--- config.mk ---
export PLATFORM = sky130hd
export DESIGN_NAME = fac_ram
export DESIGN_NICKNAME = d
export VERILOG_FILES = /design/src/hw/rtl/fac_ram.sv
export SDC_FILE = /design/constraint.sdc
export NUM_CORES = 1
export LEC_CHECK = 0
export BUFFER_PORTS_ARGS = -buffer_cell sky130_fd_sc_hd__buf_2
export CAP_MARGIN = 10
export CORE_MARGIN = 2
export CORE_UTILIZATION = 30
export DETAILED_ROUTE_END_ITERATION = 16
export PLACE_DENSITY = 0.51
export SLEW_MARGIN = 20
export SYNTH_ARGS = -nofsm -noshare
export SYNTH_HDL_FRONTEND = slang
export SYNTH_SLANG_ARGS = --single-unit
--- constraint.sdc ---
create_clock -name clock -period 3.8 [get_ports clock]
set_clock_uncertainty 0.05 [all_clocks]
set_input_delay 0.19 -clock clock [delete_from_list [all_inputs] [get_ports clock]]
set_output_delay 0.19 -clock clock [all_outputs]
set_load 0.05 [all_outputs]
--- src/hw/rtl/fac_ram.sv ---
// Generic single-write, single-read synchronous RAM with registered read data.
// Per-entry valid bits make entries never written read back as zero after reset.
`timescale 1ns / 1ps

module fac_ram #(
   parameter int DW    = 32,
   parameter int DEPTH = 16,
   parameter int AW    = 4
) (
   input  logic          clock,
   input  logic          reset,
   input  logic          we,
   input  logic [AW-1:0] waddr,
   input  logic [DW-1:0] wdata,
   input  logic [AW-1:0] raddr,
   output logic [DW-1:0] rdata
);

   logic [DW-1:0]    mem_ff [DEPTH];
   logic [DEPTH-1:0] vld_ff;
   logic [DW-1:0]    rdata_ff;
   logic             rvld_ff;

   always_ff @(posedge clock) begin
      if (we) begin
         mem_ff[waddr] <= wdata;
      end
      rdata_ff <= mem_ff[raddr];
   end

   always_ff @(posedge clock) begin
      if (reset) begin
         vld_ff  <= '0;
         rvld_ff <= 1'b0;
      end else begin
         if (we) begin
            vld_ff[waddr] <= 1'b1;
         end
         rvld_ff <= vld_ff[raddr];
      end
   end

   assign rdata = rvld_ff ? rdata_ff : '0;

endmodule

==> results of run 1 <==
[synthesized netlist by cell type]
library cell / count
o2111ai_1: 1
a221o_1: 32
nor3_1: 4
a22o_1: 32
nand2_1: 2
nand2b_1: 2
clkbuf_1: 27
o22ai_1: 1
mux4_2: 130
mux2_2: 1
buf_6: 8
a311o_1: 1
nor2_1: 46
dfxtp_1: 49
edfxtp_1: 512
inv_1: 1
or3b_1: 1
buf_4: 7
mux2i_1: 3
buf_1: 2
and2_1: 33
nand3_1: 3
nor2b_1: 1
buf_2: 6
nand3b_1: 2
a21oi_1: 1
[layout make-up]
cell class / instances / share of cell area [%]
Antenna cell: 1 / 0.01015
Clock inverter: 26 / 1.496
Inverter: 1 / 0.01522
Sequential cell: 561 / 66.32
Tap cell: 882 / 4.474
Timing Repair Buffer: 146 / 4.317
Multi-Input combinational cell: 296 / 17.02
Clock buffer: 81 / 6.351
[per-stage QoR]
stage / power, mW / util (%)
2_1_floorplan: 7.462 / -
3_3_place_gp: 7.731 / 32.68
3_5_place_dp: 7.746 / 32.68
4_1_cts: 13.58 / 36.02
5_1_grt: 13.86 / 36.02
6_report: 13.41 / 36.03
[per-layer routing]
metal / vias to the layer above / routed length (um) / GRT usage (%)
li1: 4147 / - / -
met5: - / 21 / 0
met3: 60 / 2319 / 2.685
met2: 220 / 23270 / 22.28
met1: 5300 / 22530 / 19.81
met4: 4 / 861 / 3.538
[cells by family (layout without fill, tap and decap cells)]
kind of cell,count (synthesis),after routing,synth area share (%)
flip-flops,561,561,78.99
multiplexers,134,134,14.34
AND/OR/NAND/NOR,94,94,2.242
other,0,1,0
AO/OA/AOI/OAI,68,68,3.046
buffers and inverters,51,254,1.378
[state kept, by name (all words and copies together), names as in the netlist]
name and count:
rvld_ff 1, mem_ff 512, vld_ff 16, rdata_ff 32
[layout by cell type, fill, tap and decap left out, drive strengths merged, types with 9 or more instances in the layout]
| master | netlist | layout |
|---|---|---|
| a22o | 32 | 32 |
| edfxtp | 512 | 512 |
| and2 | 33 | 33 |
| mux4 | 130 | 130 |
| buf | 23 | 111 |
| bufinv | 0 | 9 |
| dlygate4sd3 | 0 | 35 |
| a221o | 32 | 32 |
| clkinv | 0 | 12 |
| dfxtp | 49 | 49 |
| nor2 | 46 | 46 |
| clkbuf | 27 | 81 |
[power by group through the flow]
stage | Combinational (mW) | Clock [mW] | Sequential, mW
6_report | 0.684 | 5.78 | 6.94
5_1_grt | 0.739 | 6.17 | 6.96
4_1_cts | 0.702 | 5.93 | 6.95
3_5_place_dp | 0.668 | 0 | 7.08
3_3_place_gp | 0.657 | 0 | 7.07
2_1_floorplan | 0.417 | 0 | 7.05
[repair_timing]
item	in CTS	in global routing
gates resized for setup	0	0
hold endpoints to repair	529	0
hold buffers	35	0
[path summary, 6_finish.rpt]
check / end / slack (ns) / cells past startpoint
worst min register to register: vld_ff[0] / 0.42 / 2
worst max register to register: rvld_ff / 1.97 / 5
worst min-delay path: mem_ff[12][21] / 0.06 / 2
worst max-delay path: rdata[30] / 1.44 / 2
==> impl_metrics.csv, run 1 <==
group,metric,value,unit
status,status,"finished clean",
worst_hold_path,hp-class,"in -> reg",
worst_setup_path,path_cells,"and2_1, buf_2",
yosys,post-synth-top-area-fraction,74.26,%
clock_network,clk_path_buf_depth,3,
worst_setup_path,worst-path-buf-inv,1,
power,peakVddDrop,0.3286,mV
cells_and_area,multi_input_area,0.004198,mm2
yosys,synth_warnings,0,
floorplanning,die_x,266.7,um
yosys,ys_seq_area_share,78.99,%
clock_network,numClockSinks,561,
worst_setup_path,cp_slowest_stage_delay,0.86,ns
sta,whs,0.06315,ns
sta,hold_violations,0,
sta,worst_slack,1.437,ns
floorplanning,die_h,266.7,um
floorplanning,ios,75,
cells_and_area,fin_cells,1994,
worst_setup_path,required,3.56,ns
clock_network,cts_tree,"built",
job,max-cap-violations,0,
worst_setup_path,endpoint_kind,"output port",
place,hpwl,26.01,mm
clock_network,clk_latency,0.60,ns
power,sw_frac_of_total,20.56,%
yosys,syn_area_per_cell,22.80,um2
cells_and_area,seqCellArea,0.01636,mm2
power,switchingPower,2.757,mW
detailed_routing,drt_iter0_drc,962,
place,post-place-ws,1.402,ns
power,leakagePower,7.955,nW
sta,setup_viol,0,
worst_setup_path,crit_arrival,2.12,ns
global_route,grt_max_degree,58,
worst_setup_path,startpoint_type,"flip-flop",
sta,relSlewSlack,32.92,%
worst_setup_path,startpoint,"rvld_ff",
sta,tightest_slew,1.004,ns
clock_network,clkSlewWorstSetupHoldPaths,0.06,ns
place,dpl_cell_area,0.02238,mm2
worst_setup_path,crit_type,"reg -> out",
global_route,grt_pass1_wl,72.05,mm
yosys,netlist_instances,908,
detailed_routing,avgViaCountPerCell,4.880,
detailed_routing,drt_first_pass_iters,5,
clock_network,htreeDepth,2,
yosys,synth_area_leader_cell,"edfxtp_1",
worst_setup_path,timing.rr.start,"vld_ff[5]",
worst_setup_path,slowest_stage,"dfxtp_2",
yosys,synthesis.area,0.02070,mm2
place,place_inst,1851,
clock_network,numCtsBuffers,57,
detailed_routing,antenna_left,0,
cells_and_area,final.fill_count,6320,
yosys,ys_ff_latch,561,
place,routabilityCongestion,0.6960,
clock_network,root_buffer,"clkbuf_16",
global_route,first_global_vias,10370,
cells_and_area,final_cell_area,0.02466,mm2
floorplanning,dieArea,0.07113,mm2
floorplanning,row_count,96,
detailed_routing,dr_total_vias,9731,
power,power.internal,10.65,mW
sta,fin_crit_sh,62.19,%
global_route,grt_usage,14.01,%
detailed_routing,route.detailed.drc,0,
detailed_routing,routed_wl,49.00,mm
sta,setup_tns,0,ns
yosys,yosys-top-cells-area,"edfxtp_1 (74%), mux4_2 (14%), dfxtp_1 (4.7%)",
place,io_buffers,74,
power,seq_power_share,51.8,%
detailed_routing,wire_per_inst,24.58,um
power,clock_power_share,43.1,%
global_route,antenna_found_initial,2,
worst_setup_path,cp_max_fo,32,
worst_setup_path,critPathTopFamily,"flip-flops",
floorplanning,start_util,30.24,%
power,power.density,543.7,mW/mm2
cells_and_area,area_delta_synth_final,19.13,%
yosys,ys_types,26,
sta,rsz0062_at_grt,"no",
power,comb_power_share,5.1,%
cells_and_area,nNetsFinal,1106,
global_route,overflow,0,
sta,fmax,423.2,MHz
yosys,synthesis.nets,951,
sta,fin_crit,2.363,ns
cells_and_area,drive_gt1_share,31.14,%
clock_network,postCtsSetupRepairBufs,0,
sta,drv_slew,0,
worst_hold_path,min_from,"waddr[1]",
floorplanning,coreArea,0.06847,mm2
(Power assumes the default switching activity.)
==> inputs of run 2 (changes only) <==
PLACE_DENSITY = 0.52   (was 0.51)
clock period = 2 ns   (was 3.8 ns; I/O delays follow)
==> impl_metrics.csv, run 2 (synthesis gave the netlist of run 1 again) <==
group,metric,value,unit
floorplanning,die_x,266.7,um
power,clock_power_share,42.4,%
power,total_power,25.31,mW
cells_and_area,area_delta_synth_final,21.71,%
clock_network,numClockSinks,561,
power,sw_frac_of_total,20.62,%
power,seq_power_share,52.1,%
sta,hold_violations,0,
power,power.internal,20.09,mW
floorplanning,start_util,30.24,%
floorplanning,row_count,96,
global_route,overflow,0,
place,dpl_cell_area,0.02292,mm2
global_route,grt_util_met2,22.47,%
sta,fin_crit_sh,89.48,%
floorplanning,die_h,266.7,um
sta,relSlewSlack,33.61,%
sta,setup_viol,0,
sta,tightest_slew,0.9934,ns
cells_and_area,fin_util,36.81,%
sta,setup_tns,0,ns
cells_and_area,layout.cells.most_common,"edfxtp_1",
place,io_buffers,74,
cells_and_area,largest_register_ffs,512,
floorplanning,dieArea,0.07113,mm2
global_route,grt_usage,14.04,%
global_route,grt_max_degree,33,
cells_and_area,biggestRegsByFlops,"mem_ff: 512 flops, rdata_ff: 32 flops, vld_ff: 16 flops",
global_route,grt_util_met3,3.091,%
floorplanning,coreArea,0.06847,mm2
clock_network,clk_path_buf_depth,3,
cells_and_area,drive_gt1_share,32.60,%
clock_network,post_cts_resized,0,
clock_network,ctsHoldBuffers,36,
clock_network,cts_tree,"built",
detailed_routing,routed_wl,49.33,mm
detailed_routing,drt_first_pass_iters,4,
floorplanning,ios,75,
power,power.density,1004,mW/mm2
sta,drv_slew,0,
detailed_routing,antenna_left,0,
clock_network,numCtsBuffers,58,
global_route,antenna_found_initial,7,
worst_setup_path,required,1.85,ns
detailed_routing,drt_iter0_drc,910,
clock_network,clk_latency,0.61,ns
place,routabilityCongestion,0.6912,
detailed_routing,dr_total_vias,9879,
cells_and_area,regMostFlops,"mem_ff",
global_route,grtUsageMet1,19.24,%
power,switchingPower,5.219,mW
worst_setup_path,startpoint_type,"flip-flop",
job,max-cap-violations,0,
sta,fmax,558.8,MHz
clock_network,htreeDepth,2,
cells_and_area,final_cell_area,0.02520,mm2
worst_setup_path,crit_type,"reg -> out",
sta,rsz0062_at_grt,"no",
worst_hold_path,hp-class,"in -> reg",
global_route,first_global_vias,10530,
worst_setup_path,crit_arrival,1.64,ns
global_route,top_usage_layer,"met2",
detailed_routing,route.detailed.drc,0,
worst_setup_path,endpoint_kind,"output port",
cells_and_area,final_cell_mix,"edfxtp_1 (512), mux4_2 (130), buf_2 (72), clkbuf_16 (59), dfxtp_1 (48)",
detailed_routing,wire_per_inst,24.40,um
cells_and_area,nNetsFinal,1134,
clock_network,clkSlewWorstSetupHoldPaths,0.06,ns
power,comb_power_share,5.5,%
power,leakagePower,8.183,nW
place,hpwl,27.98,mm
detailed_routing,avgViaCountPerCell,4.886,
sta,fin_crit,1.790,ns
sta,whs,0.09529,ns
worst_setup_path,cp_max_fo,16,
power,peakVddDrop,0.6345,mV
clock_network,postCtsSetupRepairBufs,0,
status,status,"finished clean",
clock_network,root_buffer,"clkbuf_16",
global_route,grt_pass1_wl,72.11,mm
[run 2: stage by stage]
step,worst slack (ns),instances
after global routing,0.08736,2022
after detailed placement,0.1086,1877
after CTS,0.1278,2020
after floorplan,-0.4159,908
after global placement,0.1375,1877
final,0.2104,2022
[run 2: layout make-up]
type / instances / area (um2)
diodes: 2 / 5.005
clock buffers: 76 / 1570
clock inverters: 31 / 341.6
fillers: 6295 / 43270
inverters: 1 / 3.754
multi-input cells: 296 / 4223
flip-flops and latches: 561 / 16360
well taps: 882 / 1104
repair buffers: 173 / 1595
[run 2: critical path, cell delays in order (launching register included)]
cell	delay [ns]
dfxtp_2	0.32
buf_4	0.25
and2_1	0.17
buf_2	0.27
[run 2: worst paths after layout]
kind                                 start         to  slack, ns  depth (start not counted)
worst min register to register   vld_ff[4]  vld_ff[4]       0.42                          2
worst min-delay path              raddr[2]    rvld_ff        0.1                          5
worst max-delay path               rvld_ff  rdata[14]       0.21                          3
worst max register to register  vld_ff[13]    rvld_ff       0.22                          4
[run 2: power groups by stage]
stage	registers, mW	clock network, mW	logic, mW
after floorplan	13.4	0	0.797
after global routing	13.2	11.5	1.50
after global placement	13.4	0	1.35
after detailed placement	13.4	0	1.37
after CTS	13.2	11.0	1.43
final	13.2	10.7	1.40
[run 2: layer usage]
layer  vias up  wire length (um)
li1       4225                 -
met1      5327             22000
met2       246             23500
met3        73              2824
met4         8               963
met5         -                44
