`config.mk`:
```
export PLATFORM = sky130hd
export DESIGN_NAME = fac_sqrt
export DESIGN_NICKNAME = d
export VERILOG_FILES = /design/src/hw/rtl/fac_pkg.sv /design/src/hw/rtl/fac_sqrt.sv
export SDC_FILE = /design/constraint.sdc
export NUM_CORES = 1
export LEC_CHECK = 0
export BUFFER_PORTS_ARGS = -buffer_cell sky130_fd_sc_hd__buf_2
export CAP_MARGIN = 20
export CORE_MARGIN = 8
export CORE_UTILIZATION = 44
export DETAILED_ROUTE_END_ITERATION = 16
export SLEW_MARGIN = 10
export SYNTH_ARGS = -nofsm -noshare
export SYNTH_HDL_FRONTEND = slang
export SYNTH_SLANG_ARGS = --single-unit
```
`constraint.sdc`:
```
create_clock -name clock -period 7.6 [get_ports clock]
set_input_delay 1.14 -clock clock [delete_from_list [all_inputs] [get_ports clock]]
set_output_delay 1.14 -clock clock [all_outputs]
set_load 0.01 [all_outputs]
```
`src/hw/rtl/fac_pkg.sv`:
```
// Shared constants, request codes and controller states for the frustum cull block.
// No dependencies; fac_sqrt, fac_div and frustum_aabb_cull_top import this package.
`timescale 1ns / 1ps

package fac_pkg;

   localparam int FRAC_BITS   = 16;
   localparam int PLANE_COUNT = 6;
   localparam int DW          = 32;
   localparam int MAT_DEPTH   = 16;
   localparam int PL_DEPTH    = PLANE_COUNT * 4;
   localparam int MAT_AW      = $clog2(MAT_DEPTH);
   localparam int PL_AW       = $clog2(PL_DEPTH);
   localparam int RAD_W       = 2 * DW;
   localparam int ROOT_W      = DW + 1;
   localparam int SQ_STEPS    = DW;
   localparam int SQ_CW       = $clog2(SQ_STEPS);
   localparam int NUM_W       = FRAC_BITS + DW + 1;
   localparam int DIV_CW      = $clog2(NUM_W);
   localparam int ACC_W       = 64;

   localparam logic [1:0] REQ_LOAD  = 2'd0;
   localparam logic [1:0] REQ_BUILD = 2'd1;
   localparam logic [1:0] REQ_TEST  = 2'd2;

   localparam logic [DW-1:0] SAT_MAX = {1'b0, {(DW-1){1'b1}}};
   localparam logic [DW-1:0] SAT_MIN = {1'b1, {(DW-1){1'b0}}};

   typedef enum logic [3:0] {
      ST_IDLE,
      ST_B_RD,
      ST_B_WAIT,
      ST_B_SQ,
      ST_B_SACC,
      ST_B_SQST,
      ST_B_SQRT,
      ST_B_DIVST,
      ST_B_DIV,
      ST_T_RD,
      ST_T_WAIT,
      ST_T_MUL,
      ST_T_ACC,
      ST_T_CHK,
      ST_T_OUT
   } state_type;

endpackage

```
`src/hw/rtl/fac_sqrt.sv`:
```
// Iterative integer square root, one result bit per cycle, rounded to nearest.
// Depends on fac_pkg for widths.
`timescale 1ns / 1ps

module fac_sqrt import fac_pkg::*; (
   input  logic              clock,
   input  logic              reset,
   input  logic              start,
   input  logic [RAD_W-1:0]  radicand,
   output logic              done,
   output logic [ROOT_W-1:0] root
);

   logic [RAD_W-1:0] s_ff, s_in;
   logic [RAD_W-1:0] r_ff, r_in;
   logic [SQ_CW-1:0] cnt_ff, cnt_in;
   logic             busy_ff, busy_in;
   logic             fin_ff, fin_in;
   logic [RAD_W-1:0] bit_val;
   logic [RAD_W:0]   trial;
   logic             ge;

   assign bit_val = {2'b01, {(RAD_W-2){1'b0}}} >> {cnt_ff, 1'b0};
   assign trial   = {1'b0, r_ff} + {1'b0, bit_val};
   assign ge      = {1'b0, s_ff} >= trial;

   always_comb begin
      s_in    = s_ff;
      r_in    = r_ff;
      cnt_in  = cnt_ff;
      busy_in = busy_ff;
      fin_in  = 1'b0;
      if (start) begin
         s_in    = radicand;
         r_in    = '0;
         cnt_in  = '0;
         busy_in = 1'b1;
      end else if (busy_ff) begin
         if (ge) begin
            s_in = s_ff - trial[RAD_W-1:0];
            r_in = (r_ff >> 1) + bit_val;
         end else begin
            r_in = r_ff >> 1;
         end
         cnt_in = cnt_ff + 1'b1;
         if (cnt_ff == SQ_CW'(SQ_STEPS - 1)) begin
            busy_in = 1'b0;
            fin_in  = 1'b1;
         end
      end
   end

   always_ff @(posedge clock) begin
      s_ff   <= s_in;
      r_ff   <= r_in;
      cnt_ff <= cnt_in;
   end

   always_ff @(posedge clock) begin
      if (reset) begin
         busy_ff <= 1'b0;
         fin_ff  <= 1'b0;
      end else begin
         busy_ff <= busy_in;
         fin_ff  <= fin_in;
      end
   end

   // The final remainder decides whether the root rounds up.
   assign done = fin_ff;
   assign root = r_ff[ROOT_W-1:0] + ROOT_W'(s_ff > r_ff);

endmodule

```
==> results of run 1 <==
==> logic make-up (layout without fill, tap and decap cells) <==
| logic type | after synthesis | in the layout |
|---|---|---|
| AOI/OAI and AO/OA | 698 | 698 |
| xor gates and xnor gates | 185 | 185 |
| adders and majority gates | 204 | 204 |
| buffers and inverters | 223 | 269 |
| DFF | 135 | 135 |
| muxes | 14 | 14 |
| and+or+nand+nor | 708 | 708 |
==> placed cells by master, fill, tap and decap left out, types with 15 or more instances in the layout <==
| master | n |
|---|---|
| edfxtp_1 | 64 |
| xnor2_1 | 144 |
| dfxtp_1 | 70 |
| buf_4 | 24 |
| nor2_1 | 183 |
| buf_2 | 99 |
| nand2_1 | 226 |
| ha_1 | 203 |
| nand2b_1 | 22 |
| o21bai_1 | 36 |
| nand4_1 | 63 |
| o21a_1 | 15 |
| o31ai_1 | 17 |
| o21ai_0 | 170 |
| nand3_1 | 56 |
| inv_1 | 109 |
| a211oi_1 | 34 |
| a31oi_1 | 51 |
| and3_1 | 17 |
| nor3_1 | 31 |
| clkbuf_16 | 18 |
| a21o_1 | 64 |
| or3_1 | 24 |
| a311oi_1 | 22 |
| a21oi_1 | 176 |
| xor2_1 | 41 |
==> routing by layer <==
metal / share of wire [%] / vias up
met1: 47 / 7768
met2: 45 / 586
met5: 0 / -
li1: - / 8054
met4: 2.3 / 0
met3: 6.2 / 67
==> Yosys cell counts (10+ instances only) <==
library cell / n
a211oi_1: 35
a21o_1: 64
a21oi_1: 177
a311oi_1: 22
a31o_2: 13
a31oi_1: 51
and2_1: 12
and3_1: 17
buf_2: 24
clkbuf_1: 66
dfxtp_1: 71
edfxtp_1: 64
ha_1: 203
inv_1: 109
nand2_1: 226
nand2b_1: 22
nand3_1: 56
nand4_1: 63
nor2_1: 183
nor2b_1: 13
nor3_1: 31
nor4_1: 15
o211ai_1: 14
o21a_1: 15
o21ai_0: 170
o21bai_1: 37
o22ai_1: 10
o31ai_1: 17
or3_1: 24
xnor2_1: 144
xor2_1: 41
==> power by group through the flow <==
stage          Combinational [mW]  Clock [mW]  Sequential, mW
3_5_place_dp                 3.75           0            1.31
5_1_grt                      4.22       0.847            1.32
2_1_floorplan                2.86           0            1.18
6_report                     3.82       0.814            1.30
4_1_cts                      3.78       0.822            1.29
3_3_place_gp                 3.72           0            1.31
==> how the worst min path moves through the flow <==
stage | end | cells after the start
final | r_ff[55] | 2
after CTS | r_ff[55] | 2
after global placement | r_ff[55] | 2
after floorplan | r_ff[46] | 2
after global routing | r_ff[55] | 2
after detailed placement | r_ff[55] | 2
==> final cells by class <==
cell class	instances	area, um^2	share of cell area (%)
Timing Repair Buffer	127	738.2	4.100
Multi-Input combinational cell	1809	12320	68.45
Inverter	110	412.9	2.293
Clock inverter	11	71.32	0.3961
Clock buffer	21	471.7	2.620
Sequential cell	135	3347	18.59
Tap cell	511	639.4	3.551
==> critical path: stages (launching register included) <==
cell       delay [ps]
dfxtp_1           420
ha_1              240
ha_1              210
and3_1            220
ha_1              190
ha_1              210
a211oi_1          130
nor4_2            260
o21ai_1           200
o21ai_0           290
nand2b_1          150
a2111o_1          500
o31ai_1           370
nand4_1           140
a21oi_1           210
xnor2_1            90
ha_1              440
nand4_1           180
nor4b_2           350
nor3_1            200
a2111oi_4         420
a21oi_2           170
o31ai_4           440
nand2_2           110
buf_4             260
or3_1             370
a311oi_1          250
==> per-stage QoR <==
step	cell area (um^2)	hold slack, ps	setup slack, ps	power [mW]	cells
4_1_cts	17980	536.7	75.62	5.893	2724
6_report	18000	541.8	458.0	5.933	2724
5_1_grt	18000	574.9	5.588	6.385	2724
3_5_place_dp	17430	526.7	131.4	5.055	2692
3_3_place_gp	17430	513.6	284.1	5.026	2692
2_1_floorplan	16630	491.2	814.5	4.044	2167
==> flip-flops by register name, summed over array words and instances, names as in the netlist <==
register and count:
cnt_ff 5, s_ff 64, done 1, r_ff 64
busy_ff 1
==> repair_timing <==
action	CTS	global route
setup endpoints to repair	0	132
hold buffers	0	0
gates resized for setup	0	6
==> results.json, run 1 <==
{
  "finalMaxSlewViolations": 0,
  "worstPathArrival_ps": 7510,
  "wl_per_cell_um": 20.49,
  "grt_usage_pct": 24.56,
  "fp.coreArea_um2": 37400,
  "synth_fa_ha_area_share_pct": 15.40,
  "wl_um": 55820,
  "yosysTopAreaCellShare_pct": 15.28,
  "p_comb_share_pct": 64.4,
  "cp-start-kind": "flop",
  "worstSetupEndpointType": "flop",
  "power_density_nw_per_um2": 329.5,
  "insertion_delay_ps": 460,
  "synth_compound_area_share_pct": 27.43,
  "pwr-share-seq_pct": 21.8,
  "synthCells": 2167,
  "ys_seq_elements": 135,
  "root_buffer": "clkbuf_16",
  "grt_max_degree": 94,
  "cts_made_buffers": 17,
  "slew-limit-headroom_pct": 41.78,
  "post_cts_buffers": 0,
  "ys_top_cells_by_area": "ha_1 15%, edfxtp_1 12%, dfxtp_1 8.5%",
  "setup_viol": 0,
  "swShare_pct": 49.62,
  "seq_area_frac_synth_pct": 20.11,
  "numPortBuffers": 100,
  "gp_congestion": 0.9256,
  "hp-class": "reg -> reg",
  "die_y_um": 210.4,
  "worst_pin_slew_ps": 873.3,
  "initial_core_util_pct": 44.46,
  "synthSimpleGateAreaFrac_pct": 20.45,
  "syn_area_per_cell_um2": 7.673,
  "rsz0062_at_grt": "no",
  "fin_crit_sh_pct": 93.97,
  "cts.path.max_buffers": 2,
  "die-area_um2": 44270,
  "fmax_ghz": 0.1400,
  "grt_pass1_vias": 15560,
  "critPathMaxFanout": 30,
  "fin_util_pct": 48.14,
  "drv_cap": 0,
  "met1_usage_pct": 34.23,
  "rows": 71,
  "antenna_found_initial": 0,
  "drive_above_1_share_pct": 10.12,
  "busiest_layer": "met2",
  "gr-usage-met3_pct": 3.550,
  "p_switching_mw": 2.944,
  "tritoncts": "yes",
  "p_clk_share_pct": 13.7,
  "insertedDiodeCount": 0,
  "dr.first_iter.drc_count": 1510,
  "status": "finished, final reports clean",
  "dr_total_vias": 16475,
  "grt_util_met2_pct": 39.07,
  "intPower_mw": 2.989,
  "grt_pass1_wl_um": 87590,
  "synth-edff-count": 64,
  "setup.worst_path.end": "r_ff[9]",
  "pin_count": 101,
  "cts_max_level": 4,
  "yosysTopAreaCell": "ha_1",
  "fin_worst_skew_ps": 11.24,
  "critical_path_class": "reg -> reg",
  "cp_data_required_time_ps": 7970,
  "synthMuxAreaShare_pct": 0.9030,
  "cts.sinks": 135,
  "grt_remaining_overflow": 0,
  "die_x_um": 210.4,
  "synth_warnings": 0,
  "p_leak_nw": 7.030,
  "hold_viol": 0,
  "nets": 2471,
  "reg2reg_from": "cnt_ff[0]",
  "netlist-cell-type-count": 102,
  "r2r.worst_path.cells": 26,
  "hold_start": "r_ff[55]",
  "fillers": 3744,
  "synth_xor_xnor_area_share_pct": 9.745,
  "viasPerCell": 6.048,
  "synth_nets": 2438,
  "cts.clk_slew.worst_paths_ps": 70,
  "yosys_most_used_dff": "dfxtp_1",
  "drtAntennaViolNets": 0,
  "syn_area_um2": 16630,
  "hpwl_um": 44150,
  "synth_top_family_by_area": "compound AO/OA/AOI/OAI gates",
  "rrSetupSlack_ps": 460,
  "drc": 0,
  "firstDrtPassIters": 6,
  "r2r-end": "r_ff[9]",
  "finalCriticalPeriod_ps": 7142,
  "vdd_drop_max_mv": 0.1892,
  "setup_tns_ps": 0,
  "syn2layout_area_growth_pct": 8.285,
  "synthArstFlopShare_pct": 0,
  "crit_path_start": "cnt_ff[0]"
}
Note: power is estimated with default switching activity, not from simulation.
==> inputs of run 2 (changes only) <==
- CTS_BUF_LIST: unset -> sky130_fd_sc_hd__clkbuf_8
- PLACE_DENSITY: unset -> 0.69
==> run 2 against run 1 <==
  * Fmax grew 0.36%
  * Clock-buffer cell count shrank 4
  * Critical path type unchanged
  * Wire length shrank 2.1%
  * Largest power group unchanged
  * Via count grew 0.76%
  * Hold slack gained 3.3 ps
  * Combinational power is essentially flat
==> results.json, run 2 (synthesis gave the netlist of run 1 again) <==
{
  "status": "finished, final reports clean",
  "fmax_ghz": 0.1405,
  "slew-limit-headroom_pct": 39.26,
  "firstDrtPassIters": 6,
  "critPathMaxFanout": 43,
  "cp-start-kind": "flop",
  "fillers": 3808,
  "insertedDiodeCount": 0,
  "rrSetupSlack_ps": 480,
  "grt_remaining_overflow": 0,
  "numPortBuffers": 100,
  "drv_cap": 0,
  "p_leak_nw": 6.951,
  "grt_usage_pct": 24.15,
  "multiInputGateArea_um2": 12320,
  "final-seq-area_um2": 3348,
  "worst_pin_slew_ps": 901.6,
  "fin_worst_skew_ps": 33.77,
  "r2r.worst_path.cells": 27,
  "cp_data_required_time_ps": 7820,
  "die-area_um2": 44270,
  "cts.clk_slew.worst_paths_ps": 120,
  "reg2reg_from": "cnt_ff[1]",
  "fp.coreArea_um2": 37400,
  "rows": 71,
  "vdd_drop_max_mv": 0.1259,
  "final_cell_mix": "226 x nand2_1, 203 x ha_1, 183 x nor2_1",
  "finalMaxSlewViolations": 0,
  "fin_util_pct": 47.72,
  "layout.cells.most_common": "nand2_1",
  "grt_pass1_wl_um": 86890,
  "worstPathArrival_ps": 7340,
  "grt_pass1_vias": 15834,
  "rsz0062_at_grt": "no",
  "setup_viol": 0,
  "syn2layout_area_growth_pct": 7.345,
  "die_y_um": 210.4,
  "root_buffer": "clkbuf_8",
  "critical_path_class": "reg -> reg",
  "hold_viol": 0,
  "largestRegisters": "r_ff (64), s_ff (64), cnt_ff (5)",
  "drc": 0,
  "die_x_um": 210.4,
  "worstSetupEndpointType": "flop",
  "dr.first_iter.drc_count": 1574,
  "power_density_nw_per_um2": 323.5,
  "hold_start": "r_ff[46]",
  "r2r-end": "s_ff[2]",
  "initial_core_util_pct": 44.46,
  "wl_per_cell_um": 20.06,
  "cts_max_level": 4,
  "pin_count": 101,
  "insertion_delay_ps": 540,
  "tritoncts": "yes",
  "setup_tns_ps": 0,
  "drtAntennaViolNets": 0,
  "nets": 2470,
  "grt_max_degree": 83,
  "viasPerCell": 6.097,
  "min_to": "r_ff[46]",
  "drive_above_1_share_pct": 10.13,
  "hold_path_depth": 2,
  "cts_made_buffers": 17,
  "hp-class": "reg -> reg",
  "wl_um": 54630,
  "cts.path.max_buffers": 2,
  "hpwl_um": 43100,
  "antenna_found_initial": 0,
  "fin_crit_sh_pct": 93.64,
  "dr_total_vias": 16601,
  "cts.sinks": 135,
  "gp_congestion": 0.9804,
  "finalCriticalPeriod_ps": 7117
}
run 2: changes by cell type in the layout (fill, tap and decap cells not counted), sizes merged:
cell | before | now
clkbuf | 21 | 17
bufinv | 0 | 2
inv | 113 | 116
clkinv | 6 | 5
buf | 127 | 126
run 2: report_power, final:
part | leakage [nW] | internal [mW] | switching (mW)
sequential | 1.23 | 1.05 | 0.245
clock | 0.200 | 0.298 | 0.372
combinational | 5.52 | 1.49 | 2.31
total | 6.95 | 2.84 | 2.93
run 2: worst max-delay path by stage:
| stage | startpoint | to | slack [ps] |
|---|---|---|---|
| after global placement | cnt_ff[0] | r_ff[3] | 480 |
| after floorplan | cnt_ff[0] | s_ff[0] | 810 |
| after detailed placement | cnt_ff[0] | r_ff[31] | 310 |
| after CTS | cnt_ff[0] | r_ff[3] | 240 |
| final | cnt_ff[1] | s_ff[2] | 480 |
| after global routing | cnt_ff[0] | r_ff[48] | 60 |
run 2: final cells by class:
class / count / area share (%)
clock buffer: 17 / 1.311
clock inverter: 15 / 0.9394
inverter: 110 / 2.313
multi-input combinational: 1809 / 69.00
sequential: 135 / 18.76
tap: 511 / 3.582
timing repair buffer: 126 / 4.094
run 2: worst max-delay path, stage by stage (launching register included):
cell and delay [ps]:
dfxtp_1 420, ha_1 210, ha_1 200, and3_1 230, ha_1 190, ha_1 210, a211oi_1 120, nor4_1 350
o21ai_1 200, o21ai_0 290, nand2b_1 140, a2111o_1 500, o31ai_1 400, nand4_1 140, a21oi_1 200, xnor2_1 160
ha_1 360, a21o_1 230, o21bai_1 200, nor2b_1 400, a21oi_1 110, o21bai_1 260, a21oi_2 370, o31ai_4 130
nand2_2 90, nor2_1 60, or2_2 340, buf_12 180
run 2: timing repair:
action,CTS,global route
hold buffers,0,0
buffers inserted,0,1
gates resized for setup,0,5
setup endpoints to repair,0,127
run 2: metal layers:
layer | up-vias | part of all wire, % | track usage, %
met1 | 7863 | 45 | 32.15
met4 | 0 | 3.1 | 8.470
met5 | - | 0 | 0
met3 | 90 | 6.4 | 3.238
li1 | 8046 | - | -
met2 | 602 | 46 | 39.71
run 2: metrics by stage:
stage	power, mW	area (um^2)	instances	worst slack, ps	hold slack [ps]
floorplan	4.044	16630	2167	814.5	491.2
global placement	4.950	17420	2690	480.7	521.2
detailed placement	5.019	17420	2690	308.4	523.7
CTS	5.707	17820	2722	238.9	541.5
global route	6.237	17850	2723	63.70	566.6
finish	5.774	17850	2723	483.4	545.1
