[src/hw/rtl/fac_pkg.sv]
// Shared constants, request codes and controller states for the frustum cull block.
// No dependencies; fac_sqrt, fac_div and frustum_aabb_cull_top import this package.
`timescale 1ns / 1ps

package fac_pkg;

   localparam int FRAC_BITS   = 16;
   localparam int PLANE_COUNT = 6;
   localparam int DW          = 32;
   localparam int MAT_DEPTH   = 16;
   localparam int PL_DEPTH    = PLANE_COUNT * 4;
   localparam int MAT_AW      = $clog2(MAT_DEPTH);
   localparam int PL_AW       = $clog2(PL_DEPTH);
   localparam int RAD_W       = 2 * DW;
   localparam int ROOT_W      = DW + 1;
   localparam int SQ_STEPS    = DW;
   localparam int SQ_CW       = $clog2(SQ_STEPS);
   localparam int NUM_W       = FRAC_BITS + DW + 1;
   localparam int DIV_CW      = $clog2(NUM_W);
   localparam int ACC_W       = 64;

   localparam logic [1:0] REQ_LOAD  = 2'd0;
   localparam logic [1:0] REQ_BUILD = 2'd1;
   localparam logic [1:0] REQ_TEST  = 2'd2;

   localparam logic [DW-1:0] SAT_MAX = {1'b0, {(DW-1){1'b1}}};
   localparam logic [DW-1:0] SAT_MIN = {1'b1, {(DW-1){1'b0}}};

   typedef enum logic [3:0] {
      ST_IDLE,
      ST_B_RD,
      ST_B_WAIT,
      ST_B_SQ,
      ST_B_SACC,
      ST_B_SQST,
      ST_B_SQRT,
      ST_B_DIVST,
      ST_B_DIV,
      ST_T_RD,
      ST_T_WAIT,
      ST_T_MUL,
      ST_T_ACC,
      ST_T_CHK,
      ST_T_OUT
   } state_type;

endpackage

[src/hw/rtl/fac_div.sv]
// Restoring divider that forms round(mag * 2^FRAC_BITS / len), one quotient bit a cycle.
// Depends on fac_pkg for widths.
`timescale 1ns / 1ps

module fac_div import fac_pkg::*; (
   input  logic              clock,
   input  logic              reset,
   input  logic              start,
   input  logic [DW-1:0]     mag,
   input  logic [ROOT_W-1:0] len,
   output logic              done,
   output logic [NUM_W-1:0]  quot
);

   logic [NUM_W-1:0]  num_ff, num_in;
   logic [NUM_W-1:0]  quot_ff, quot_in;
   logic [ROOT_W:0]   rem_ff, rem_in;
   logic [ROOT_W:0]   den_ff, den_in;
   logic [DIV_CW-1:0] cnt_ff, cnt_in;
   logic              busy_ff, busy_in;
   logic              fin_ff, fin_in;
   logic [ROOT_W+1:0] rem_sh;
   logic              ge;

   assign rem_sh = {rem_ff, num_ff[NUM_W-1]};
   assign ge     = rem_sh >= {1'b0, den_ff};

   // Adding len before dividing by 2*len rounds half away from zero.
   always_comb begin
      num_in  = num_ff;
      quot_in = quot_ff;
      rem_in  = rem_ff;
      den_in  = den_ff;
      cnt_in  = cnt_ff;
      busy_in = busy_ff;
      fin_in  = 1'b0;
      if (start) begin
         num_in  = (NUM_W'(mag) << (FRAC_BITS + 1)) + NUM_W'(len);
         den_in  = {len, 1'b0};
         rem_in  = '0;
         quot_in = '0;
         cnt_in  = '0;
         busy_in = 1'b1;
      end else if (busy_ff) begin
         rem_in  = ge ? (ROOT_W+1)'(rem_sh - {1'b0, den_ff}) : rem_sh[ROOT_W:0];
         num_in  = {num_ff[NUM_W-2:0], 1'b0};
         quot_in = {quot_ff[NUM_W-2:0], ge};
         cnt_in  = cnt_ff + 1'b1;
         if (cnt_ff == DIV_CW'(NUM_W - 1)) begin
            busy_in = 1'b0;
            fin_in  = 1'b1;
         end
      end
   end

   always_ff @(posedge clock) begin
      num_ff  <= num_in;
      quot_ff <= quot_in;
      rem_ff  <= rem_in;
      den_ff  <= den_in;
      cnt_ff  <= cnt_in;
   end

   always_ff @(posedge clock) begin
      if (reset) begin
         busy_ff <= 1'b0;
         fin_ff  <= 1'b0;
      end else begin
         busy_ff <= busy_in;
         fin_ff  <= fin_in;
      end
   end

   assign done = fin_ff;
   assign quot = quot_ff;

endmodule

[config.mk]
export PLATFORM = sky130hd
export DESIGN_NAME = fac_div
export DESIGN_NICKNAME = d
export VERILOG_FILES = /design/src/hw/rtl/fac_pkg.sv /design/src/hw/rtl/fac_div.sv
export SDC_FILE = /design/constraint.sdc
export NUM_CORES = 1
export LEC_CHECK = 0
export BUFFER_PORTS_ARGS = -buffer_cell sky130_fd_sc_hd__clkbuf_2
export CAP_MARGIN = 30
export CORE_UTILIZATION = 65
export CTS_BUF_LIST = sky130_fd_sc_hd__clkbuf_4
export DETAILED_ROUTE_END_ITERATION = 16
export PLACE_DENSITY_LB_ADDON = 0.3
export SETUP_SLACK_MARGIN = 0.05
export SLEW_MARGIN = 0
export SYNTH_ARGS = -nofsm -noshare
export SYNTH_HDL_FRONTEND = slang
export SYNTH_SLANG_ARGS = --single-unit
[constraint.sdc]
create_clock -name clock -period 8.7 [get_ports clock]
set_clock_uncertainty 0.05 [all_clocks]
set_input_delay 0.435 -clock clock [delete_from_list [all_inputs] [get_ports clock]]
set_output_delay 0.435 -clock clock [all_outputs]
set_load 0.01 [all_outputs]
==> flow_metrics.env, run 1 <==
export IMPL_clock_path_buffers=2
export IMPL_r2r_slack_ps=5160
export IMPL_whs_path_depth=1
export IMPL_hpwl_mm=13.5
export IMPL_cp_startpoint="rem_ff[0]$_SDFFE_PP0P_"
export IMPL_pin_count=118
export IMPL_grt_ovfl_total=0
export IMPL_grt_max_degree=98
export IMPL_wire_per_inst_um=15.3
export IMPL_synth_most_common_cell="nor2_1"
export IMPL_drive_above_1_share_pct=17.2
export IMPL_slowest_delay_ps=430
export IMPL_worstPathArrival_ps=3980
export IMPL_async_reset_ff_share_pct=0
export IMPL_path_clk_slew_ps=150
export IMPL_yosysTopAreaCell="edfxtp_1"
export IMPL_startpoint_type="flip-flop"
export IMPL_worst_pin_slew_ps=901
export IMPL_die_h_um=122
export IMPL_synth_edff_count=82
export IMPL_min_path_type="in -> reg"
export IMPL_endpoint="rem_ff[4]$_SDFFE_PP0P_"
export IMPL_slew_headroom_pct=39.9
export IMPL_crit_family="compound AO/OA/AOI/OAI gates"
export IMPL_drc=0
export IMPL_via_count=7459
export IMPL_cts_htree_levels=4
export IMPL_grt_pass1_wl_mm=31.9
export IMPL_criticalPathCategory="reg -> reg"
export IMPL_rr_worst_depth=12
export IMPL_syn_inst=948
export IMPL_post_cts_setup_buffers=0
export IMPL_path_max_fanout=31
export IMPL_setup_tns_ps=0
export IMPL_leakage_uw=0.00472
export IMPL_first_global_vias=6829
export IMPL_start_util_pct=67.4
export IMPL_wl_mm=19.5
export IMPL_slowest_stage="o31a_2"
export IMPL_cp_cell_sequence="inv_1 -> ha_1 -> fa_1 -> nand2b_1 -> a21oi_1 -> o21ai_0 -> a211oi_2 -> o211ai_1 -> o31a_2 -> buf_12 -> or3_1 -> a311oi_1"
export IMPL_synth_area_um2=9430
export IMPL_dieArea_um2=15000
export IMPL_hold_viol_final=0
export IMPL_antenna_found_initial=0
export IMPL_period_needed_ps=3540
export IMPL_num_antenna_cells=0
export IMPL_setup_viol=0
export IMPL_rsz0062_at_grt="false"
export IMPL_post_route_period_util_pct=40.6
export IMPL_synth_top_area_share_pct=26.1
export IMPL_slew_violations=0
export IMPL_cts_tree="yes"
export IMPL_rows=43
export IMPL_gp_congestion=0.870
export IMPL_end_kind="flip-flop"
export IMPL_avgSynthCellArea_um2=9.94
export IMPL_syn_num_nets=1069
export IMPL_numCtsBuffers=17
export IMPL_vias_per_cell=5.86
export IMPL_crit_required_ps=9140
export IMPL_drt_iter0_drc=505
export IMPL_crit_buf_inv=2
export IMPL_die_w_um=122
export IMPL_clock_latency_ps=570
export IMPL_synth_distinct_cells=55
export IMPL_cap_violations=0
export IMPL_area_growth_pct=13.7
export IMPL_path_depth=12
export IMPL_worstReg2RegStart="rem_ff[0]$_SDFFE_PP0P_"
export IMPL_vdd_ir_drop_max_mv=0.109
export IMPL_yosys_warnings=0
export IMPL_root_buffer="clkbuf_4"
export IMPL_final_core_util_pct=76.6
export IMPL_clock_sinks=173
export IMPL_fmax_mhz=283
export IMPL_synth_area_leaders="edfxtp_1 26%, dfxtp_1 19%, mux2i_1 8.1%"
export IMPL_core_um2=14000
export IMPL_ant_nets=0
export IMPL_track_usage_pct=27.0
export IMPL_timing_rr_end="rem_ff[4]$_SDFFE_PP0P_"
export IMPL_dr_pass1_iters=7
export IMPL_ys_flop_type="dfxtp_1"
export IMPL_status="complete, no violations"
export IMPL_ys_top_cells_by_count="124 x nor2_1, 91 x dfxtp_1, 82 x edfxtp_1, 76 x mux2i_1, 60 x inv_1"
export IMPL_nets=1201
export IMPL_port_buffers=117
export IMPL_synth_seq_cells=173
export IMPL_seq_area_frac_synth_pct=45.4
export IMPL_power_density_nw_per_um2=164
==> report_power, final <==
part	switching, uW	internal (uW)
registers	28.5	917
clock network	300	127
logic	213	174
==> worst register-to-register path: stages (launching register included) <==
cell and delay (ps):
dfxtp_1 350, inv_1 50, ha_1 220, fa_1 420, nand2b_1 180, a21oi_1 270
o21ai_0 230, a211oi_2 250, o211ai_1 190, o31a_2 430, buf_12 210, or3_1 380
a311oi_1 250
==> through the flow <==
stage | total power, uW | area (um2) | setup WS (ps) | instances | hold WS (ps)
2_1_floorplan | 1240 | 9430 | 5760 | 948 | 403
3_3_place_gp | 1320 | 10100 | 5190 | 1206 | 425
3_5_place_dp | 1330 | 10100 | 5080 | 1207 | 431
4_1_cts | 1760 | 10700 | 5050 | 1269 | 9.26
5_1_grt | 1850 | 10700 | 4930 | 1273 | 11.5
6_report | 1760 | 10700 | 5160 | 1273 | 62.9
==> registers in the layout (all words and copies together) (netlist names) <==
name and count:
quot 49, num_ff 49, done 1, busy_ff 1
rem_ff 34, cnt_ff 6, den_ff 33
==> per-layer routing <==
metal,up-vias,GRT usage (%),part of all wire [%]
met4,0,7.32,1.2
met2,187,44.7,49
li1,3729,-,-
met3,20,6.09,5.3
met5,-,0,0
met1,3523,35.3,45
==> cells by family (layout without fill, tap and decap cells) <==
family | after synthesis | in the layout | synth area share (%)
DFF | 173 | 173 | 45.4
AOI/OAI and AO/OA | 221 | 221 | 15.6
xor gates and xnor gates | 44 | 44 | 4.09
adders and majority gates | 53 | 53 | 7.19
muxes | 103 | 103 | 11.3
buffers and inverters | 101 | 246 | 4.17
and+or+nand+nor | 253 | 253 | 12.2
==> layout make-up <==
type                    instances  area [um2]
repair buffers                154         977
well taps                     180         225
multi-input cells             674        4750
inverters                      60         225
fillers                       976        3270
flip-flops and latches        173        4290
clock buffers                  18         135
clock inverters                14         115
==> worst min-delay path by stage <==
stage | start | endpoint | slack (ps)
after floorplan | rem_ff[15]$_SDFFE_PP0P_ | rem_ff[15]$_SDFFE_PP0P_ | 400
after global placement | cnt_ff[5]$_SDFFE_PP0P_ | cnt_ff[5]$_SDFFE_PP0P_ | 420
after detailed placement | cnt_ff[5]$_SDFFE_PP0P_ | cnt_ff[5]$_SDFFE_PP0P_ | 430
after CTS | len[30] | den_ff[31]$_DFFE_PP_ | 9
after global routing | len[18] | den_ff[19]$_DFFE_PP_ | 10
final | len[18] | den_ff[19]$_DFFE_PP_ | 60
==> repair_timing <==
item / 4_1_cts / 5_1_grt
hold buffers: 30 / 3
resized for setup: 0 / 0
hold endpoints to repair: 31 / 3
==> placed cells by master, fill, tap and decap left out, types with 27 or more instances in the layout <==
| cell type | n |
|---|---|
| ha_1 | 51 |
| edfxtp_1 | 82 |
| nand2_1 | 41 |
| o21ai_0 | 30 |
| nor2_1 | 124 |
| xnor2_1 | 35 |
| a21oi_1 | 59 |
| mux2i_1 | 76 |
| mux2_2 | 27 |
| dfxtp_1 | 90 |
| dlygate4sd3_1 | 33 |
| clkbuf_2 | 116 |
| inv_1 | 59 |
Note: power is estimated with default switching activity, not from simulation.
==> run 2: changes to the inputs <==
--- a/config.mk
+++ b/config.mk
@@ -7,7 +7,7 @@
 export LEC_CHECK = 0
 export BUFFER_PORTS_ARGS = -buffer_cell sky130_fd_sc_hd__clkbuf_2
 export CAP_MARGIN = 30
-export CORE_UTILIZATION = 65
+export CORE_UTILIZATION = 61
 export CTS_BUF_LIST = sky130_fd_sc_hd__clkbuf_4
 export DETAILED_ROUTE_END_ITERATION = 16
 export PLACE_DENSITY_LB_ADDON = 0.3
==> constraint.sdc (replaced) <==
create_clock -name clock -period 3.5 [get_ports clock]
set_clock_uncertainty 0.05 [all_clocks]
set_input_delay 0.175 -clock clock [delete_from_list [all_inputs] [get_ports clock]]
set_output_delay 0.175 -clock clock [all_outputs]
set_load 0.01 [all_outputs]
==> run 2 against run 1 <==
  * Final area grew 3.2%
  * Flip-flop and latch count is the same
  * Global-route usage up 0.56 points
  * Routed wire length rose by 8.7%
  * Largest cell class unchanged
==> flow_metrics.env, run 2 (synthesized netlist as in run 1, its figures left out) <==
export IMPL_status="complete, no violations"
export IMPL_cap_violations=0
export IMPL_regArea_um2=4290
export IMPL_combPwrFrac_pct=22.6
export IMPL_track_usage_pct=27.5
export IMPL_wl_met1_mm=9.41
export IMPL_first_global_vias=7359
export IMPL_place_inst=1222
export IMPL_die_w_um=126
export IMPL_die_h_um=126
export IMPL_crit_required_ps=3790
export IMPL_clock_latency_ps=580
export IMPL_dpl_cell_area_um2=10200
export IMPL_rows=45
export IMPL_drc=0
export IMPL_numCtsBuffers=17
export IMPL_nets=1232
export IMPL_grt_max_degree=71
export IMPL_fmax_mhz=312
export IMPL_drive_above_1_share_pct=17.8
export IMPL_pin_count=118
export IMPL_grt_pass1_wl_mm=35.0
export IMPL_end_kind="flip-flop"
export IMPL_via_count=7620
export IMPL_post_route_period_util_pct=91.6
export IMPL_period_needed_ps=3210
export IMPL_port_buffers=117
export IMPL_min_path_type="in -> reg"
export IMPL_cts_htree_levels=4
export IMPL_vdd_ir_drop_max_mv=0.251
export IMPL_core_um2=15100
export IMPL_power_density_nw_per_um2=410
export IMPL_area_growth_pct=17.3
export IMPL_num_antenna_cells=0
export IMPL_hold_viol_final=0
export IMPL_power_frac_seq_pct=51.6
export IMPL_dr_wl_met3_mm=1.06
export IMPL_slowest_stage="dlygate4sd3_1"
export IMPL_p_clk_share_pct=25.8
export IMPL_swShare_pct=30.9
export IMPL_cp_cell_sequence="dlygate4sd3_1 -> clkbuf_2 -> ha_1 -> a21o_1 -> or3_1 -> a211o_1 -> nand2_1 -> o21ai_0 -> a211o_1 -> nand4b_1 -> o211ai_1 -> dlygate4sd3_1"
export IMPL_power_uw=4540
export IMPL_worstPathArrival_ps=3500
export IMPL_stdcell_count=1312
export IMPL_slew_headroom_pct=41.6
export IMPL_dr_pass1_iters=5
export IMPL_setup_tns_ps=0
export IMPL_leakage_uw=0.00487
export IMPL_rsz0062_at_grt="false"
export IMPL_antenna_found_initial=0
export IMPL_slew_violations=0
export IMPL_hpwl_mm=13.9
export IMPL_clock_path_buffers=2
export IMPL_drt_iter0_drc=455
export IMPL_slowest_delay_ps=560
export IMPL_criticalPathCategory="in -> reg"
export IMPL_routed_wl_met2_mm=10.3
export IMPL_start_util_pct=62.2
export IMPL_most_common_layout_cells="124 x nor2_1, 116 x clkbuf_2, 90 x dfxtp_1, 82 x edfxtp_1, 76 x mux2i_1"
export IMPL_clock_sinks=173
export IMPL_worst_pin_slew_ps=876
export IMPL_ant_nets=0
export IMPL_highest_layer="met4"
export IMPL_wl_mm=21.2
export IMPL_layout_commonest_cell="nor2_1"
export IMPL_setup_viol=0
export IMPL_grt_ovfl_total=0
export IMPL_multi_input_area_um2=4760
export IMPL_cts_tree="yes"
export IMPL_r2r_slack_ps=300
export IMPL_intPower_uw=3130
export IMPL_final_area_um2=11100
export IMPL_dieArea_um2=16000
export IMPL_p_switching_uw=1400
export IMPL_startpoint_type="input port"
export IMPL_root_buffer="clkbuf_4"
export IMPL_wire_per_inst_um=16.1
export IMPL_nFillCells=1128
export IMPL_gp_congestion=0.897
export IMPL_vias_per_cell=5.81
export IMPL_path_max_fanout=5
export IMPL_path_clk_slew_ps=150
run 2: cell types whose count changed in the layout (fill, tap and decap cells not counted), moves of 2 or more:
cell	before	now
inv_6	6	3
dlygate4sd3_1	33	54
clkinv_2	0	2
inv_4	4	2
buf_4	2	12
run 2: worst paths after layout:
kind | from | to | cells past startpoint
max | len[25] | num_ff[34]$_DFFE_PP_ | 12
min | mag[1] | num_ff[18]$_DFFE_PP_ | 4
max reg2reg | rem_ff[0]$_SDFFE_PP0P_ | rem_ff[13]$_SDFFE_PP0P_ | 13
min reg2reg | cnt_ff[5]$_SDFFE_PP0P_ | cnt_ff[5]$_SDFFE_PP0P_ | 2
run 2: critical path: cells and delay by family:
kind | cells | cell delay (ps)
AND/OR/NAND/NOR | 3 | 540
adder cells (fa/ha/maj) | 1 | 340
buffers and inverters | 3 | 1240
AO/OA/AOI/OAI | 5 | 1220
run 2: power groups by stage:
stage          clock network [uW]  registers [uW]  logic (uW)
2_1_floorplan                   0            2360         721
3_3_place_gp                    0            2380         917
3_5_place_dp                    0            2380         943
4_1_cts                      1180            2340         998
5_1_grt                      1270            2360        1130
6_report                     1170            2340        1020
run 2: final cells by class:
type	instances	share of cell area [%]
inverters	60	2.04
well taps	188	2.13
flip-flops and latches	173	38.8
clock buffers	18	1.22
clock inverters	14	1.35
repair buffers	185	11.4
multi-input cells	674	43.1
run 2: metal layers:
metal	up-vias	GRT usage, %
li1	3772	-
met1	3582	35.6
met2	221	46.2
met3	45	5.40
met4	0	9.64
met5	-	0
run 2: timing repair:
item,4_1_cts,5_1_grt
endpoints found under the hold margin,84,0
gates resized for setup,0,3
hold buffers,54,0
setup buffers,0,4
setup endpoints to repair,0,19
run 2: per-stage QoR:
stage / setup WS [ps] / hold WS [ps] / util (%)
CTS: 199 / 93.8 / 72.7
finish: 293 / 127 / 73.0
detailed placement: 238 / 296 / 67.3
global route: 77.1 / 99.8 / 73.0
floorplan: 560 / 197 / -
global placement: 369 / 293 / 67.2
